## config.mk

```make
export PLATFORM = sky130hd
export DESIGN_NAME = modular_exponentiation
export DESIGN_NICKNAME = d
export VERILOG_FILES = /design/src/rtl/mexp_pkg.sv /design/src/rtl/mexp_dp.sv /design/src/rtl/mexp_ctrl.sv /design/src/rtl/modular_exponentiation.sv
export SDC_FILE = /design/constraint.sdc
export NUM_CORES = 1
export LEC_CHECK = 0
export BUFFER_PORTS_ARGS = -buffer_cell sky130_fd_sc_hd__buf_2
export CAP_MARGIN = 20
export CORE_ASPECT_RATIO = 0.9
export CORE_MARGIN = 8
export CORE_UTILIZATION = 50
export DETAILED_ROUTE_END_ITERATION = 10
export PLACE_DENSITY = 0.71
export RECOVER_POWER = 50
export SLEW_MARGIN = 10
export SYNTH_ARGS = -nofsm -noshare
export SYNTH_HDL_FRONTEND = slang
export SYNTH_SLANG_ARGS = --single-unit
```

## constraint.sdc

```tcl
create_clock -name clk -period 11.7 [get_ports clk]
set_clock_uncertainty 0.15 [all_clocks]
set_input_delay 2.34 -clock clk [delete_from_list [all_inputs] [get_ports clk]]
set_output_delay 2.34 -clock clk [all_outputs]
set_load 0.01 [all_outputs]
```

## src/rtl/mexp_pkg.sv

```systemverilog
// ----------------------------------------------------------------------------
// mexp_pkg
// Shared widths and controller/datapath interface types for the modular
// exponentiation block.
// ----------------------------------------------------------------------------
package mexp_pkg;

	localparam int WIDTH     = 32;
	localparam int EXP_WIDTH = 32;
	localparam int CNT_W     = $clog2(WIDTH);

	typedef enum logic [1:0] {
		MUL_REDUCE = 2'd0,
		MUL_MULT   = 2'd1,
		MUL_SQUARE = 2'd2
	} mul_sel_t;

	typedef struct packed {
		logic     load;
		logic     zero_res;
		logic     mul_start;
		mul_sel_t mul_sel;
		logic     mul_step;
		logic     exp_shift;
		logic     out_load;
	} cmd_t;

	typedef struct packed {
		logic mod_small;
		logic mul_last;
		logic exp_zero;
		logic exp_lsb;
		logic exp_next_zero;
	} sts_t;

endpackage

```

## src/rtl/mexp_dp.sv

```systemverilog
// ----------------------------------------------------------------------------
// mexp_dp
// Datapath: operand registers, exponent shifter, one bit-serial modular
// multiplier (one multiplier bit per cycle) and the result register.
// ----------------------------------------------------------------------------
module mexp_dp (
	input  logic                           clk,
	input  logic [mexp_pkg::WIDTH-1:0]     base_value,
	input  logic [mexp_pkg::EXP_WIDTH-1:0] power,
	input  logic [mexp_pkg::WIDTH-1:0]     modulus_value,
	input  mexp_pkg::cmd_t                 cmd,
	output mexp_pkg::sts_t                 sts,
	output logic [mexp_pkg::WIDTH-1:0]     residue
);
	import mexp_pkg::*;

	localparam int SW = WIDTH + 2;

	logic [WIDTH-1:0]     m_q;
	logic [WIDTH-1:0]     b_q;
	logic [WIDTH-1:0]     acc_q;
	logic [EXP_WIDTH-1:0] e_q;
	logic [WIDTH-1:0]     mul_a_q;
	logic [WIDTH-1:0]     mul_b_q;
	logic [WIDTH-1:0]     mul_p_q;
	logic [CNT_W-1:0]     cnt_q;
	mul_sel_t             sel_q;
	logic [WIDTH-1:0]     res_q;

	logic [SW-1:0]    sum;
	logic [SW-1:0]    diff1;
	logic [SW-1:0]    diff2;
	logic [WIDTH-1:0] step_p;

	// 2p + bit*a is below 3m, so subtract m or 2m
	always_comb begin
		sum   = {1'b0, mul_p_q, 1'b0}
			+ (mul_b_q[WIDTH-1] ? {2'b00, mul_a_q} : {SW{1'b0}});
		diff1 = sum - {2'b00, m_q};
		diff2 = sum - {1'b0, m_q, 1'b0};
		priority if (!diff2[SW-1]) begin
			step_p = diff2[WIDTH-1:0];
		end else if (!diff1[SW-1]) begin
			step_p = diff1[WIDTH-1:0];
		end else begin
			step_p = sum[WIDTH-1:0];
		end
	end

	always_ff @(posedge clk) begin
		if (cmd.load) begin
			m_q   <= modulus_value;
			b_q   <= base_value;
			e_q   <= power;
			acc_q <= WIDTH'(1);
		end
		if (cmd.zero_res) begin
			acc_q <= '0;
		end
		if (cmd.exp_shift) begin
			e_q <= e_q >> 1;
		end
		if (cmd.mul_step && cnt_q == '0) begin
			unique case (sel_q)
				MUL_MULT: begin
					acc_q <= step_p;
				end
				MUL_REDUCE, MUL_SQUARE: begin
					b_q <= step_p;
				end
				default: begin
					b_q <= step_p;
				end
			endcase
		end
		if (cmd.mul_start) begin
			sel_q   <= cmd.mul_sel;
			mul_p_q <= '0;
			cnt_q   <= CNT_W'(WIDTH - 1);
			mul_b_q <= b_q;
			unique case (cmd.mul_sel)
				MUL_REDUCE: begin
					mul_a_q <= WIDTH'(1);
				end
				MUL_MULT: begin
					mul_a_q <= acc_q;
				end
				MUL_SQUARE: begin
					mul_a_q <= b_q;
				end
				default: begin
					mul_a_q <= b_q;
				end
			endcase
		end else if (cmd.mul_step) begin
			mul_p_q <= step_p;
			mul_b_q <= mul_b_q << 1;
			cnt_q   <= cnt_q - CNT_W'(1);
		end
		if (cmd.out_load) begin
			res_q <= acc_q;
		end
	end

	always_comb begin
		sts.mod_small     = (m_q >> 1) == '0;
		sts.mul_last      = cnt_q == '0;
		sts.exp_zero      = e_q == '0;
		sts.exp_lsb       = e_q[0];
		sts.exp_next_zero = (e_q >> 1) == '0;
	end

	assign residue = res_q;

endmodule

```

## src/rtl/mexp_ctrl.sv

```systemverilog
// ----------------------------------------------------------------------------
// mexp_ctrl
// Controller: sequences base reduction, the square-and-multiply loop over
// the exponent bits and the hand-off into the output register.
// ----------------------------------------------------------------------------
module mexp_ctrl (
	input  logic           clk,
	input  logic           arst_n,
	input  logic           in_valid,
	output logic           in_stall,
	output logic           out_valid,
	input  logic           out_stall,
	input  mexp_pkg::sts_t sts,
	output mexp_pkg::cmd_t cmd
);
	import mexp_pkg::*;

	typedef enum logic [6:0] {
		ST_IDLE   = 7'b0000001,
		ST_START  = 7'b0000010,
		ST_REDUCE = 7'b0000100,
		ST_TEST   = 7'b0001000,
		ST_MULT   = 7'b0010000,
		ST_SQUARE = 7'b0100000,
		ST_EMIT   = 7'b1000000
	} state_t;

	state_t state_q;
	state_t state_d;
	logic   out_valid_q;
	logic   out_free;

	assign out_free = !out_valid_q || !out_stall;
	assign in_stall = state_q != ST_IDLE;

	always_comb begin
		state_d       = state_q;
		cmd           = '0;
		cmd.mul_sel   = MUL_REDUCE;
		unique case (state_q)
			ST_IDLE: begin
				if (in_valid) begin
					cmd.load = 1'b1;
					state_d  = ST_START;
				end
			end
			ST_START: begin
				if (sts.mod_small) begin
					cmd.zero_res = 1'b1;
					state_d      = ST_EMIT;
				end else begin
					cmd.mul_start = 1'b1;
					cmd.mul_sel   = MUL_REDUCE;
					state_d       = ST_REDUCE;
				end
			end
			ST_REDUCE: begin
				cmd.mul_step = 1'b1;
				if (sts.mul_last) begin
					state_d = ST_TEST;
				end
			end
			ST_TEST: begin
				priority if (sts.exp_zero) begin
					state_d = ST_EMIT;
				end else if (sts.exp_lsb) begin
					cmd.mul_start = 1'b1;
					cmd.mul_sel   = MUL_MULT;
					state_d       = ST_MULT;
				end else begin
					cmd.exp_shift = 1'b1;
					if (sts.exp_next_zero) begin
						state_d = ST_EMIT;
					end else begin
						cmd.mul_start = 1'b1;
						cmd.mul_sel   = MUL_SQUARE;
						state_d       = ST_SQUARE;
					end
				end
			end
			ST_MULT: begin
				cmd.mul_step = 1'b1;
				if (sts.mul_last) begin
					cmd.exp_shift = 1'b1;
					if (sts.exp_next_zero) begin
						state_d = ST_EMIT;
					end else begin
						cmd.mul_start = 1'b1;
						cmd.mul_sel   = MUL_SQUARE;
						state_d       = ST_SQUARE;
					end
				end
			end
			ST_SQUARE: begin
				cmd.mul_step = 1'b1;
				if (sts.mul_last) begin
					state_d = ST_TEST;
				end
			end
			ST_EMIT: begin
				if (out_free) begin
					cmd.out_load = 1'b1;
					state_d      = ST_IDLE;
				end
			end
			default: begin
				state_d = ST_IDLE;
			end
		endcase
	end

	always_ff @(posedge clk or negedge arst_n) begin
		if (!arst_n) begin
			state_q     <= ST_IDLE;
			out_valid_q <= 1'b0;
		end else begin
			state_q <= state_d;
			if (cmd.out_load) begin
				out_valid_q <= 1'b1;
			end else if (!out_stall) begin
				out_valid_q <= 1'b0;
			end
		end
	end

	assign out_valid = out_valid_q;

endmodule

```

## src/rtl/modular_exponentiation.sv

```systemverilog
// ----------------------------------------------------------------------------
// modular_exponentiation
// Computes base_value ** power mod modulus_value by right-to-left binary
// square-and-multiply with a bit-serial modular multiplier.
// ----------------------------------------------------------------------------
// usage
//   input channel: in_valid / in_stall with base_value, power, modulus_value;
//   a beat is taken when in_valid is high and in_stall is low
//   output channel: out_valid / out_stall with residue, held while stalled
//   one item is worked on at a time; in_stall is high from acceptance until
//   the result is moved into the output register
//   base reduction is one of the modular multiplies, by the constant one
//   the next beat can be taken in the cycle after the result is loaded, even
//   while that result waits; the block waits only if a new result finds it full
//   reset clears the controller and the output valid; no result is pending
// ----------------------------------------------------------------------------
module modular_exponentiation (
	input  logic                           clk,
	input  logic                           arst_n,
	input  logic                           in_valid,
	output logic                           in_stall,
	input  logic [mexp_pkg::WIDTH-1:0]     base_value,
	input  logic [mexp_pkg::EXP_WIDTH-1:0] power,
	input  logic [mexp_pkg::WIDTH-1:0]     modulus_value,
	output logic                           out_valid,
	input  logic                           out_stall,
	output logic [mexp_pkg::WIDTH-1:0]     residue
);
	import mexp_pkg::*;

	cmd_t cmd;
	sts_t sts;

	mexp_ctrl u_ctrl (
		.clk       (clk),
		.arst_n    (arst_n),
		.in_valid  (in_valid),
		.in_stall  (in_stall),
		.out_valid (out_valid),
		.out_stall (out_stall),
		.sts       (sts),
		.cmd       (cmd)
	);

	mexp_dp u_dp (
		.clk           (clk),
		.base_value    (base_value),
		.power         (power),
		.modulus_value (modulus_value),
		.cmd           (cmd),
		.sts           (sts),
		.residue       (residue)
	);

endmodule

```

==> reports/qor.yml, run 1 <==
setup_path:
  crit_required_ps: 11960
  rr_endpoint: "u_dp.b_q[23]"
  critical_path.max_fanout: 32
  worst_ep_arrival_time_ps: 7800
  worstPathCellList: "and2_1, ha_1, fa_1, a211oi_1, o211ai_1, a221oi_1, o2111a_1, nor2_1, o41ai_1, xnor2_1, ha_1, a211oi_2, o211ai_1, or2_0, a2111o_1, a21o_1, nand2_1, o32ai_1, a211oi_1, o21ai_0"
  r2r-start: "u_dp.mul_b_q[31]"
  worst-setup-path-type: "register to register"
  r2r_slack_ps: 4160
  cp_top_family: "compound AO/OA/AOI/OAI gates"
  critPathSlowestCell: "edfxtp_1"
  start_kind: "register"
  r2r_cells: 20
  worstPathBufferInverterCount: 0
  cpPeakStageDelay_ps: 740
  cp-end-kind: "register"
synth:
  synth.distinct_cells: 92
  seq_area_frac_synth_pct: 43.0
  async_reset_ff_share_pct: 2.95
  ys.flop_type: "edfxtp_1"
  netlist_instances: 1746
  syn-num-nets: 1945
  netlist_area_um2: 16500
  synth_edf_count: 161
  syn_avg_cell_area_um2: 9.44
  ys_ff_latch: 271
  yosysWarnings: 0
finish:
  final_cells: 2286
  post-route-util_pct: 56.1
  drive_gt1_share_pct: 13.4
  final_cell_mix: "nand2_1 (279), edfxtp_1 (161), o21ai_0 (125)"
  syn2layout_area_growth_pct: 11.3
  antenna_cells: 0
  fillers: 2913
  final_common_cell: "nand2_1"
  final_nets: 2041
timing:
  fin_crit_sh_pct: 64.4
  timing.final.setup_violations: 0
  slew_viol_final: 206
  rsz0062_at_grt: "no"
  fin_ws_ps: 4160
  fin_tns_setup_ps: 0
  worstMarginPinSlew_ps: 3580
  slew_headroom_pct: -139
  hold_violations: 0
  max_freq_ghz: 0.133
  min_period_ps: 7540
placement:
  dp.cells: 2233
  preCtsSetupSlack_ps: 4400
  hpwl_mm: 34.9
  io_buffers: 133
  globalplace.congestion: 0.956
detailed_routing:
  ant_nets: 0
  wl_mm: 46.9
  avgViaCountPerCell: 6.08
  vias: 13899
  drt_iter0_markers: 1114
  drtPass1Iterations: 5
  routedWlPerCell_um: 20.5
  drc: 0
hold_path:
  hold_end: "u_dp.mul_p_q[16]"
  worstHoldPathCells: 2
  hp-start: "u_dp.mul_p_q[16]"
  hp-class: "register to register"
grt:
  grt_pass1_wl_mm: 73.6
  antenna_found_initial: 0
  overflow: 0
  grt.total_usage_pct: 23.0
  grt_pass1_vias: 13712
  grt_max_degree: 69
floorplan:
  dieArea_um2: 39000
  rows: 63
  start_util_pct: 50.4
  die_height_um: 188
  die_w_um: 207
  core_area_um2: 32700
  io_pins: 134
clocking:
  root_buffer: "clkbuf_16"
  cts_setup_buffers: 0
  cts_hold_buf: 0
  cts_tree: "done"
  cts.sinks: 271
  cts_buffers: 28
  cts_resized: 0
  path_clk_slew_ps: 60
  clkLatencyLatePin_ps: 560
  clockBufferDepth: 3
  h-tree-depth: 1
power_and_ir_drop:
  ir_drop_mv: 0.167
  power_density_nw_per_um2: 332
  p_leak_nw: 7.46
  p_total_mw: 6.09
job:
  drv_cap: 5
status:
  status: "finished, violations left"
  violations: "capacitance limit, slew limit"
tightest hold or removal path: cells and delay by family, from the launching register on:
kind | cells | cell delay (ps)
flip-flops | 1 | 320
AO/OA/AOI/OAI | 1 | 50
AND/OR/NAND/NOR | 1 | 50
cells by family after synthesis:
| logic type | Yosys count | share of synthesized area (%) |
|---|---|---|
| compound gates | 503 | 20.3 |
| xor+xnor | 79 | 4.20 |
| fa+ha+maj | 99 | 7.65 |
| buf+inv | 150 | 3.71 |
| flops | 271 | 43.0 |
| mux | 72 | 4.88 |
| simple gates | 572 | 16.3 |
cell usage after synthesis (6+ instances only):
master,number,area [um2]
a211oi_1,15,113
nor4_1,21,131
a31oi_1,12,75.1
o21a_1,7,52.6
xor2_1,37,324
and3_1,8,50.1
and2_1,36,225
nand4_1,19,119
o311ai_1,16,140
buf_2,8,40.0
a21oi_1,110,551
nand2b_1,16,100
nor4b_1,6,52.6
nor2b_1,13,81.3
o21ai_1,20,100
nor2_1,75,282
nor3_1,31,155
mux2_2,66,743
xnor2_1,42,368
o211ai_1,22,165
o21bai_1,8,60.1
ha_1,96,1200
dfrtp_1,7,175
o31ai_1,7,52.6
a32o_1,6,60.1
clkbuf_1,64,240
a22o_1,34,298
nand2_1,279,1050
inv_1,67,251
dfxtp_1,102,2040
nand3_1,33,165
or4_1,6,45.0
o21ai_0,124,621
edfxtp_1,161,4830
a21o_1,44,330
o22ai_1,7,43.8
worst max-delay path by stage:
stage / start / end / slack, ps / cells past startpoint
2_1_floorplan: u_dp.mul_b_q[31] / u_dp.b_q[14] / 5840 / 22
3_3_place_gp: u_dp.mul_b_q[31] / u_dp.b_q[23] / 4640 / 20
3_5_place_dp: u_dp.mul_b_q[31] / u_dp.acc_q[23] / 4400 / 20
4_1_cts: u_dp.mul_b_q[31] / u_dp.b_q[23] / 4320 / 20
5_1_grt: u_dp.mul_b_q[31] / u_dp.b_q[23] / 3600 / 20
6_report: u_dp.mul_b_q[31] / u_dp.b_q[23] / 4160 / 20
flip-flops by register name, summed over array words and instances (netlist names):
name,cells
u_dp.acc_q,32
u_dp.b_q,32
u_dp.e_q,32
u_dp.m_q,32
u_dp.mul_a_q,32
u_dp.mul_b_q,32
u_dp.mul_p_q,32
u_dp.residue,32
u_ctrl.state_q,7
u_dp.cnt_q,5
u_dp.sel_q,2
u_ctrl.out_valid,1
metrics by stage:
stage / hold WS [ps] / cell area, um2
5_1_grt: 332 / 18300
3_5_place_dp: 303 / 17500
3_3_place_gp: 296 / 17500
2_1_floorplan: 279 / 16500
4_1_cts: 314 / 18400
6_report: 314 / 18300
layer usage:
metal | wire length (um) | GRT usage, % | vias up | part of all wire (%)
met5 | 0 | 0 | - | 0
met4 | 1410 | 7.36 | 0 | 3.0
met3 | 2230 | 3.01 | 87 | 4.7
met2 | 22700 | 40.1 | 395 | 48
met1 | 20600 | 29.3 | 6761 | 44
li1 | - | - | 6656 | -
area by class of cell:
type                    count  area (um2)  area share, %
clock inverters            12         150          0.819
repair buffers            148         712           3.88
multi-input cells        1325        8800           48.0
clock buffers              40         808           4.41
inverters                  68         255           1.39
well taps                 422         528           2.88
flip-flops and latches    271        7080           38.6
power by group:
group,switching (mW),internal [mW],total [mW]
clock network,0.375,0.548,0.923
logic,2.35,1.33,3.68
registers,0.156,1.33,1.48
total,2.88,3.21,6.09
No activity file was read; power rests on OpenSTA's default activity.
==> run 2: changes to the inputs <==
--- a/config.mk
+++ b/config.mk
@@ -11,7 +11,7 @@
 export CORE_MARGIN = 8
 export CORE_UTILIZATION = 50
 export DETAILED_ROUTE_END_ITERATION = 10
-export PLACE_DENSITY = 0.71
+export PLACE_DENSITY = 0.74
 export RECOVER_POWER = 50
 export SLEW_MARGIN = 10
 export SYNTH_ARGS = -nofsm -noshare
==> constraint.sdc (replaced) <==
create_clock -name clk -period 6.1 [get_ports clk]
set_clock_uncertainty 0.15 [all_clocks]
set_input_delay 1.22 -clock clk [delete_from_list [all_inputs] [get_ports clk]]
set_output_delay 1.22 -clock clk [all_outputs]
set_load 0.01 [all_outputs]
==> run 2 against run 1 <==
The run still ends with capacitance limit, slew limit left. Global-route usage is 1.4 points higher. Register-to-register slack got worse by 3900 ps. Combinational power grew 120%. Sequential power rose by 91%. Flip-flop and latch count unchanged. Via count rose by 4.5%. Worst hold slack worse by 9.4 ps. Largest power group unchanged.
==> reports/qor.yml, run 2 (synthesis results as in run 1) <==
finish:
  final_nets: 2134
  final_cell_mix: "nand2_1 (279), edfxtp_1 (161), o21ai_0 (121)"
  drive_gt1_share_pct: 18.8
  antenna_cells: 0
  fillers: 2765
  syn2layout_area_growth_pct: 16.8
  multi_input_area_um2: 8990
  regArea_um2: 7080
  final_cells: 2380
  final_area_um2: 19200
  final_common_cell: "nand2_1"
placement:
  hpwl_mm: 37.1
  preCtsSetupSlack_ps: -40.8
  place_area_um2: 18100
  io_buffers: 133
  dp.cells: 2320
  globalplace.congestion: 0.991
power_and_ir_drop:
  ir_drop_mv: 0.297
  power_density_nw_per_um2: 657
  p_total_mw: 12.6
  p_leak_nw: 7.97
setup_path:
  worst-setup-path-type: "register to register"
  cpPeakStageDelay_ps: 450
  worst_ep_arrival_time_ps: 6160
  crit_top_cell: "buf_4"
  critical_path.max_fanout: 15
  cp_top_family: "compound AO/OA/AOI/OAI gates"
  cp-end-kind: "register"
  critPathSlowestCell: "ha_2"
  crit_required_ps: 6430
  worstPathCellList: "buf_4, and2_1, ha_1, a211oi_1, o21ai_1, o211ai_1, buf_4, nand2_1, a21boi_1, buf_4, xnor2_1, ha_2, a21oi_2, a32oi_1, a21o_1, a221o_1, a221oi_4, xnor2_1, nand2_1, o221ai_1, a22oi_1, buf_4, o21ai_0"
  start_kind: "register"
  worstPathBufferInverterCount: 4
hold_path:
  hp-class: "register to register"
detailed_routing:
  routedWlPerCell_um: 20.8
  wl_mm: 49.4
  vias: 14527
  drt_iter0_markers: 1355
  avgViaCountPerCell: 6.10
  drc: 0
  ant_nets: 0
  drtPass1Iterations: 6
job:
  drv_cap: 3
floorplan:
  rows: 63
  io_pins: 134
  start_util_pct: 50.4
  die_w_um: 207
  die_height_um: 188
  dieArea_um2: 39000
  core_area_um2: 32700
clocking:
  cts_tree: "done"
  h-tree-depth: 1
  path_clk_slew_ps: 60
  cts_hold_buf: 0
  cts.sinks: 271
  cts_buffers: 29
  clockBufferDepth: 3
  root_buffer: "clkbuf_16"
  clkLatencyLatePin_ps: 580
status:
  violations: "capacitance limit, slew limit"
  status: "finished, violations left"
timing:
  holdWs_ps: 305
  hold_violations: 0
  timing.final.setup_violations: 0
  min_period_ps: 5840
  worstMarginPinSlew_ps: 2040
  fin_ws_ps: 262
  slew_headroom_pct: -35.9
  fin_crit_sh_pct: 95.7
  max_freq_ghz: 0.171
  slew_viol_final: 137
grt:
  grt.total_usage_pct: 24.3
  grt_pass1_vias: 14438
  grt_pass1_wl_mm: 77.5
  overflow: 0
  antenna_found_initial: 0
  grt_max_degree: 68
-- run 2: cell count changes in the layout (fill, tap and decap cells not counted), sizes merged --
cell      change
buf          +86
clkbuf        +8
clkinv        -4
inv           +3
and2          +2
clkinvlp      -1
-- run 2: power by group --
| group | switching, mW | internal, mW |
|---|---|---|
| registers | 0.294 | 2.54 |
| clock network | 0.746 | 1.09 |
| logic | 4.81 | 3.15 |
-- run 2: cell type report --
class | instances | share of cell area (%)
clock buffer | 44 | 4.43
clock inverter | 10 | 0.754
inverter | 68 | 1.33
multi-input combinational | 1327 | 46.7
sequential | 271 | 36.8
tap | 422 | 2.74
timing repair buffer | 238 | 7.21
-- run 2: path summary, 6_finish.rpt --
path,startpoint,endpoint,slack [ps],depth (start not counted)
worst min-delay path,u_dp.mul_p_q[16],u_dp.mul_p_q[16],300,2
worst max-delay path,u_dp.mul_b_q[31],u_dp.mul_p_q[26],260,23
min in group asynchronous,arst_n,u_ctrl.state_q[2],420,1
worst min register to register,u_dp.mul_p_q[16],u_dp.mul_p_q[16],300,2
worst max register to register,u_dp.mul_b_q[31],u_dp.mul_p_q[26],260,23
max in group asynchronous,arst_n,u_ctrl.state_q[0],5030,1
-- run 2: per-layer routing --
layer | routed length (um) | track usage, %
met2 | 23100 | 40.1
met1 | 20600 | 31.5
met4 | 2670 | 11.6
met3 | 3040 | 3.02
met5 | 0 | 0
-- run 2: metrics by stage --
step	util, %	setup TNS [ps]
5_1_grt	58.8	-917
4_1_cts	58.5	0
6_report	58.8	0
2_1_floorplan	-	0
3_5_place_dp	55.3	-86.7
3_3_place_gp	55.3	0
-- run 2: worst reg2reg max path: cells and delay by family, from the launching register on --
kind	cells	cell delay, ps
AOI/OAI and AO/OA	12	2820
xor gates and xnor gates	2	470
adders and majority gates	2	780
buffers and inverters	4	710
DFF	1	410
and+or+nand+nor	3	380
-- run 2: what timing repair did --
action	in CTS	in global routing
setup endpoints to repair	38	96
gates resized for setup	3	37
pin swaps	1	6
gates cloned	0	2
setup buffers	1	1
==> run 3: changes to the inputs <==
--- a/config.mk
+++ b/config.mk
@@ -5,6 +5,7 @@
 export SDC_FILE = /design/constraint.sdc
 export NUM_CORES = 1
 export LEC_CHECK = 0
+export ABC_AREA = 1
 export BUFFER_PORTS_ARGS = -buffer_cell sky130_fd_sc_hd__buf_2
 export CAP_MARGIN = 20
 export CORE_ASPECT_RATIO = 0.9
==> run 3 against run 2 <==
Highest routed layer unchanged. The flow still finishes with violations (capacitance limit, slew limit). Clock power shrank 5%. Synthesized cell count rose by 38%. Sequential power decreased by 1%. Critical endpoint is now u_dp.e_q[23]. Critical path type unchanged. Sequential share of layout area decreased by 1.2 points. Largest power group unchanged. Flip-flop and latch count is the same.
==> reports/qor.yml, run 3 <==
timing:
  worstMarginPinSlew_ps: 2730
  timing.final.setup_violations: 0
  holdWs_ps: 313
  slew_viol_final: 90
  slew_headroom_pct: -82.8
  max_freq_ghz: 0.183
  hold_violations: 0
  fin_crit_sh_pct: 89.4
  fin_ws_ps: 649
  min_period_ps: 5450
  rsz0062_at_grt: "no"
  fin_tns_setup_ps: 0
status:
  status: "finished, violations left"
  violations: "capacitance limit, slew limit"
floorplan:
  rows: 65
  die_height_um: 195
  io_pins: 134
  start_util_pct: 50.8
  core_area_um2: 35100
  dieArea_um2: 42000
  die_w_um: 215
synth:
  seq_area_frac_synth_pct: 39.7
  yosysWarnings: 0
  netlist_instances: 2405
  synth_area_leader_cell: "edfxtp_1"
  synth.distinct_cells: 56
  yosys-top-cells-area: "edfxtp_1 (27%), nand2_1 (16%), dfxtp_1 (11%), ha_1 (6.7%), nand3_1 (6.7%)"
  syn-num-nets: 2604
  netlist_area_um2: 17800
  syn_avg_cell_area_um2: 7.42
  post-synth-top-count-cell: "nand2_1"
  ys.flop_type: "edfxtp_1"
  synth_commonest_cells: "nand2_1 (765), inv_1 (304), nand3_1 (240)"
  ys_ff_latch: 271
  async_reset_ff_share_pct: 2.95
  synth_edf_count: 161
  yosysTopAreaCellShare_pct: 27.1
finish:
  antenna_cells: 0
  final_area_um2: 19900
  final_common_cell: "nand2_1"
  post-route-util_pct: 56.6
  final_nets: 2727
  final_cell_mix: "nand2_1 (766), inv_1 (305), nand3_1 (240)"
  drive_gt1_share_pct: 8.70
  syn2layout_area_growth_pct: 11.5
  fillers: 3390
  final_cells: 3021
grt:
  antenna_found_initial: 0
  grt_max_degree: 64
  grt.total_usage_pct: 26.1
  overflow: 0
  grt_pass1_wl_mm: 88.5
  grt_pass1_vias: 16036
clocking:
  clkLatencyLatePin_ps: 600
  cts.sinks: 271
  cts_resized: 0
  cts_hold_buf: 0
  cts_tree: "done"
  clockBufferDepth: 3
  cts_buffers: 30
  root_buffer: "clkbuf_16"
  h-tree-depth: 1
  cts_setup_buffers: 0
  path_clk_slew_ps: 60
placement:
  dp.cells: 2963
  preCtsSetupSlack_ps: 852
  place_area_um2: 19000
  io_buffers: 133
  hpwl_mm: 44.6
  globalplace.congestion: 0.994
setup_path:
  cpPeakStageDelay_ps: 2010
  r2r_cells: 8
  start_kind: "register"
  worstPathBufferInverterCount: 3
  crit_required_ps: 6200
  critical_path.max_fanout: 39
  cp_top_family: "simple AND/OR/NAND/NOR gates"
  worst_ep_arrival_time_ps: 5550
  cp-end-kind: "register"
  critPathSlowestCell: "nor2_1"
  worst-setup-path-type: "register to register"
  worstPathCellList: "nor2_1, nand2_1, nor4_1, inv_1, nor2_1, inv_2, nand2_1, buf_4"
  crit_cells: 8
detailed_routing:
  wl_mm: 57.0
  drtPass1Iterations: 8
  drt_iter0_markers: 1620
  routedWlPerCell_um: 18.9
  ant_nets: 0
  vias: 16796
  avgViaCountPerCell: 5.56
  drc: 0
power_and_ir_drop:
  p_total_mw: 12.7
  power_density_nw_per_um2: 639
  ir_drop_mv: 0.306
  p_leak_nw: 9.63
hold_path:
  worstHoldPathCells: 2
  hp-class: "register to register"
job:
  drv_cap: 3
## run 3: cell count changes in the layout (fill, tap and decap cells not counted), sizes merged, moves of 38 or more
cell	before	now
mux2	67	0
nand3	33	251
nand2	280	783
nor2	77	129
buf	195	122
inv	70	311
and2	39	1
## run 3: routing by layer
metal / track usage [%] / vias up / wire length, um
met1: 34.6 / 7784 / 24600
met4: 10.7 / 0 / 2570
li1: - / 8168 / -
met5: 0 / - / 0
met2: 42.6 / 709 / 25800
met3: 3.75 / 135 / 3990
## run 3: logic make-up after synthesis
family,synth area share [%]
simple gates,31.4
buf+inv,8.45
compound gates,10.1
flops,39.7
fa+ha+maj,7.07
xor+xnor,3.34
## run 3: final timing paths
check,from,slack (ps),to
max in group asynchronous,arst_n,5100,u_ctrl.state_q[0]
min in group asynchronous,arst_n,380,u_ctrl.state_q[4]
worst min register to register,u_dp.mul_p_q[17],310,u_dp.mul_p_q[17]
worst max-delay path,u_ctrl.state_q[5],650,u_dp.e_q[23]
worst max register to register,u_ctrl.state_q[5],650,u_dp.e_q[23]
worst min-delay path,u_dp.mul_p_q[17],310,u_dp.mul_p_q[17]
## run 3: worst reg2reg max path: stages (launching register included)
cell	delay [ps]
dfrtp_1	420
nor2_1	140
nand2_1	130
nor4_1	310
inv_1	150
nor2_1	2010
inv_2	1110
nand2_1	280
buf_4	400
## run 3: layout make-up
type | instances | area (um2) | share of cell area [%]
multi-input cells | 1755 | 9240 | 46.5
flip-flops and latches | 271 | 7080 | 35.6
inverters | 311 | 1170 | 5.87
repair buffers | 159 | 841 | 4.23
clock buffers | 41 | 822 | 4.14
well taps | 469 | 587 | 2.95
clock inverters | 15 | 140 | 0.705
## run 3: report_power, final
part / leakage, nW / internal [mW] / switching [mW]
Clock: 0.460 / 0.992 / 0.761
Combinational: 6.73 / 2.54 / 5.63
Sequential: 2.44 / 2.57 / 0.220
Total: 9.63 / 6.10 / 6.61
